**config.mk**
```make
export PLATFORM = sky130hd
export DESIGN_NAME = smeu_ctrl
export DESIGN_NICKNAME = d
export VERILOG_FILES = /design/src/rtl/smeu_pkg.sv /design/src/rtl/smeu_ctrl.sv
export SDC_FILE = /design/constraint.sdc
export NUM_CORES = 1
export LEC_CHECK = 0
export ABC_AREA = 1
export CORE_AREA = 2 2 39 41
export CTS_CLUSTER_DIAMETER = 40
export DETAILED_ROUTE_END_ITERATION = 8
export DIE_AREA = 0 0 41 43
export DONT_BUFFER_PORTS = 1
export RECOVER_POWER = 100
export SLEW_MARGIN = 20
export SYNTH_ARGS = -nofsm -noshare
export SYNTH_HDL_FRONTEND = slang
export SYNTH_SLANG_ARGS = --single-unit
```
**constraint.sdc**
```tcl
create_clock -name i_clk -period 1.6 [get_ports i_clk]
set_clock_uncertainty 0.1 [all_clocks]
set_input_delay 0.24 -clock i_clk [delete_from_list [all_inputs] [get_ports i_clk]]
set_output_delay 0.24 -clock i_clk [all_outputs]
set_load 0.02 [all_outputs]
```
**src/rtl/smeu_pkg.sv**
```systemverilog
// ----------------------------------------------------------------------------
// smeu_pkg
// shared types and constants of the stack machine execute unit
// ----------------------------------------------------------------------------
package smeu_pkg;

    localparam int unsigned DataW  = 32;
    localparam int unsigned CountW = 9;

    typedef enum logic [4:0] {
        OP_PUSH  = 5'd0,
        OP_POP   = 5'd1,
        OP_SWAP  = 5'd2,
        OP_DUP   = 5'd3,
        OP_ADD   = 5'd4,
        OP_SUB   = 5'd5,
        OP_MUL   = 5'd6,
        OP_DIV   = 5'd7,
        OP_MOD   = 5'd8,
        OP_XOR   = 5'd9,
        OP_OR    = 5'd10,
        OP_AND   = 5'd11,
        OP_NOT   = 5'd12,
        OP_SHR   = 5'd13,
        OP_SHL   = 5'd14,
        OP_LABEL = 5'd15,
        OP_JMP   = 5'd16,
        OP_JE    = 5'd17,
        OP_JNE   = 5'd18,
        OP_JGE   = 5'd19,
        OP_JLE   = 5'd20,
        OP_PRINT = 5'd21
    } t_op;

    typedef enum logic [1:0] {
        ST_OK    = 2'd0,
        ST_UNDER = 2'd1,
        ST_OVER  = 2'd2,
        ST_DIVZ  = 2'd3
    } t_status;

    typedef struct packed {
        logic [4:0]         cmd;
        logic signed [31:0] immediate;
    } t_in_item;

    typedef struct packed {
        logic signed [31:0] top_value;
        logic [8:0]         stack_count;
        logic               branch_taken;
        logic               print_request;
        logic [1:0]         status;
    } t_out_item;

    // controller to datapath
    typedef struct packed {
        logic load;      // capture instruction
        logic rd_top;    // read top entry
        logic rd_sec;    // read second entry
        logic exec;      // evaluate, start divider if needed
        logic commit;    // write back and form result
    } t_ctl;

    // datapath to controller
    typedef struct packed {
        logic div_busy;
    } t_sts;

endpackage

```
**src/rtl/smeu_ctrl.sv**
```systemverilog
// ----------------------------------------------------------------------------
// smeu_ctrl
// instruction sequencer and output handshake
// ----------------------------------------------------------------------------
module smeu_ctrl (
    input  logic           i_clk,
    input  logic           i_rst_n,
    input  logic           i_in_valid,
    output logic           o_in_stall,
    output logic           o_out_valid,
    input  logic           i_out_stall,
    input  smeu_pkg::t_sts i_sts,
    output smeu_pkg::t_ctl o_ctl
);
    import smeu_pkg::*;

    typedef enum logic [6:0] {
        S_IDLE = 7'b0000001,
        S_RT   = 7'b0000010,
        S_RS   = 7'b0000100,
        S_EX   = 7'b0001000,
        S_WAIT = 7'b0010000,
        S_CM   = 7'b0100000,
        S_OUT  = 7'b1000000
    } t_state;

    t_state r_state;
    t_state n_state;
    logic   n_accept;

    assign o_in_stall  = r_state != S_IDLE;
    assign o_out_valid = r_state == S_OUT;
    assign n_accept    = i_in_valid && r_state == S_IDLE;

    always_comb begin
        n_state      = r_state;
        o_ctl        = '0;
        o_ctl.load   = n_accept;
        unique case (r_state)
            S_IDLE: if (i_in_valid) n_state = S_RT;
            S_RT: begin
                o_ctl.rd_top = 1'b1;
                n_state      = S_RS;
            end
            S_RS: begin
                o_ctl.rd_sec = 1'b1;
                n_state      = S_EX;
            end
            S_EX: begin
                o_ctl.exec = 1'b1;
                n_state    = S_WAIT;
            end
            S_WAIT: if (!i_sts.div_busy) n_state = S_CM;
            S_CM: begin
                o_ctl.commit = 1'b1;
                n_state      = S_OUT;
            end
            S_OUT: if (!i_out_stall) n_state = S_IDLE;
            default: n_state = S_IDLE;
        endcase
    end

    always_ff @(posedge i_clk) begin
        if (!i_rst_n) begin
            r_state <= S_IDLE;
        end else begin
            r_state <= n_state;
        end
    end
endmodule
```
==> impl_metrics.py <==
metrics = {
    "run_status": {
        "outcome": "finished, final reports clean",
    },
    "timing": {
        "relSlewSlack": 0.8754,
        "fin_crit_sh": 0.9556,
        "tns_ns": 0,
        "setup_violations": 0,
        "hold_viol": 0,
        "tightest_slew_ns": 0.1868,
        "rsz0062_at_grt": "true",
        "clock.fmax_mhz": 654.1,
        "layout_setup_ws_ns": 0.07109,
        "fin_crit_ns": 1.529,
        "report.final.slew_viol_count": 0,
    },
    "layout": {
        "nets": 79,
        "final_area_um2": 523.0,
        "final_layout_size_suffix_gt1_frac": 0.3562,
        "fill_cells": 150,
        "n_antenna_cell": 0,
        "reg_top3": "r_state x7",
        "largest_register_ff_count": 7,
        "fin_cells": 89,
        "syn2layout_area_growth_pct": 15.79,
        "top_register": "r_state",
    },
    "setup_path": {
        "worst_ep_required_time_ns": 1.26,
        "worstPathCellList": "nor2_4 > nand4_4 > nor2_1 > buf_4",
        "endpoint_kind": "primary output",
        "worst_path_max_delay_cell": "dfxtp_1",
        "cpPeakStageDelay_ns": 0.34,
        "arrival_ns": 1.19,
        "start_kind": "flip-flop",
        "crit_type": "flip-flop to primary output",
        "path_max_fanout": 4,
        "reg2reg_slack_ns": 0.36,
    },
    "route": {
        "routed_wl_um": 826,
        "drc_errors": 0,
        "avgRoutedWirePerCell_um": 9.281,
        "first_pass_iters": 4,
        "vias_per_cell": 4.337,
        "vias": 386,
        "ant_nets": 0,
        "drt_iter0_markers": 5,
    },
    "floorplanning": {
        "dieArea_mm2": 0.001763,
        "die_w_um": 41,
        "start_util": 0.3264,
        "ios": 12,
        "rows": 14,
        "core_mm2": 0.001384,
        "dieHeight_um": 43,
    },
    "synthesis": {
        "synth_cell_types": 14,
        "ys_seq_elements": 7,
        "ys_warn_count": 0,
        "synth.cell_area_um2": 451.7,
        "syn_nets": 72,
        "syn_inst": 67,
        "yosysTopAreaCell": "dfxtp_1",
        "ys_seq_area_frac": 0.3102,
        "yosys-top-cells-area": "dfxtp_1 (31%), inv_1 (10%), nor2_1 (10%)",
        "yosys.area.top_type_share": 0.3102,
        "synth_area_per_cell_um2": 6.742,
    },
    "global_route": {
        "antenna_found_initial": 0,
        "grt_pass1_vias": 342,
        "grt_max_degree": 7,
        "grt-ovfl-total": 0,
        "grt_use_total": 0.1186,
        "grt_pass1_wl_um": 1311,
    },
    "power_and_ir_drop": {
        "power.total_mw": 0.4349,
        "leakagePower_nw": 0.2363,
        "peakVddDrop_mv": 0.4389,
        "power_density_mw_per_mm2": 831.6,
    },
    "cts": {
        "clock-sinks": 7,
        "ctsHtreeMaxLevel": 1,
        "clk_pin_slew_ns": 0.05,
        "numCtsBuffers": 3,
        "ctsRootBufferMaster": "clkbuf_4",
        "clk_latency_ns": 0.25,
        "tritoncts": "built",
        "ctsLongestPathBuffers": 2,
    },
    "placed_design": {
        "gp_congestion": 0.7473,
        "io_buffer_count": 0,
        "dp_slack_ns": 0.3097,
        "placed_cell_area_um2": 486.7,
        "hpwl_um": 678,
        "place_inst": 85,
    },
    "job": {
        "drv_cap": 0,
    },
    "worst_hold_path": {
        "hp-class": "input pin to flip-flop",
    },
}
layer usage:
layer / track usage / wire, um / up-vias
met4: 0.08000 / 15 / 0
li1: - / - / 208
met2: 0.1406 / 375 / 15
met3: 0.06283 / 59 / 2
met5: 0 / 0 / -
met1: 0.1581 / 375 / 161
placed cells by master (no fill, tap or decap):
| master | synthesis | final |
|---|---|---|
| nor2_1 | 12 | 12 |
| inv_1 | 12 | 11 |
| nand2_1 | 11 | 11 |
| nor2_2 | 7 | 7 |
| buf_4 | 4 | 6 |
| dfxtp_1 | 7 | 6 |
| nor2_4 | 3 | 3 |
| nand2_2 | 3 | 3 |
| clkbuf_4 | 0 | 3 |
| nor3_1 | 2 | 2 |
| a21oi_1 | 2 | 2 |
| nand3_1 | 1 | 1 |
| inv_2 | 0 | 1 |
| nand2_4 | 1 | 1 |
| nand4_4 | 0 | 1 |
| o21ai_1 | 1 | 1 |
| clkbuf_1 | 0 | 1 |
| dfxtp_2 | 0 | 1 |
power breakdown:
part	internal, mW	switching, mW
Combinational	0.0317	0.0526
Clock	0.0952	0.0659
Sequential	0.182	0.00782
Total	0.309	0.126
cells by family (layout without fill, tap and decap cells):
logic type / Yosys count / after routing / synth area share
AOI/OAI and AO/OA: 3 / 3 / 0.03323
DFF: 7 / 7 / 0.3102
buffers and inverters: 16 / 22 / 0.1662
and+or+nand+nor: 41 / 41 / 0.4903
final cells by class:
type / instances / area [um^2] / share of cell area
Multi-Input combinational cell: 44 / 245.2 / 0.4689
Sequential cell: 7 / 141.4 / 0.2703
Timing Repair Buffer: 6 / 45.04 / 0.08612
Inverter: 12 / 45.04 / 0.08612
Clock buffer: 4 / 26.28 / 0.05024
Tap cell: 16 / 20.02 / 0.03828
synthesized netlist by cell type:
master    n
nand2_2   3
buf_4     4
nor3_1    2
o21ai_1   1
dfxtp_1   7
inv_1    12
nand4_2   1
nor2_4    3
nand2_1  11
a21oi_1   2
nand2_4   1
nor2_1   12
nor2_2    7
nand3_1   1
per-stage QoR:
step,hold slack (ns),utilization
final,0.03880,0.3779
after detailed placement,0.2958,0.3517
after global routing,0.04229,0.3779
after CTS,0.03053,0.3707
after global placement,0.2948,0.3517
after floorplan,0.2831,-
critical path: cells and delay by family (launching register included):
| kind | cells | cell delay (ns) |
|---|---|---|
| and+or+nand+nor | 3 | 0.45 |
| DFF | 1 | 0.34 |
| buffers and inverters | 1 | 0.15 |
path summary, 6_finish.rpt:
check                     to  cells after the start  startpoint
setup / recovery    o_ctl[4]                      4  r_state[2]
hold / removal    r_state[1]                      2  i_in_valid
setup reg to reg  r_state[0]                      8  r_state[2]
hold reg to reg   r_state[5]                      4  r_state[4]
repair_timing:
item / 4_1_cts / 5_1_grt
setup buffers: 0 / 0
hold buffers: 0 / 0
setup endpoints to repair: 0 / 3
resized for setup: 0 / 3
Power figures use the tool's default switching activity.
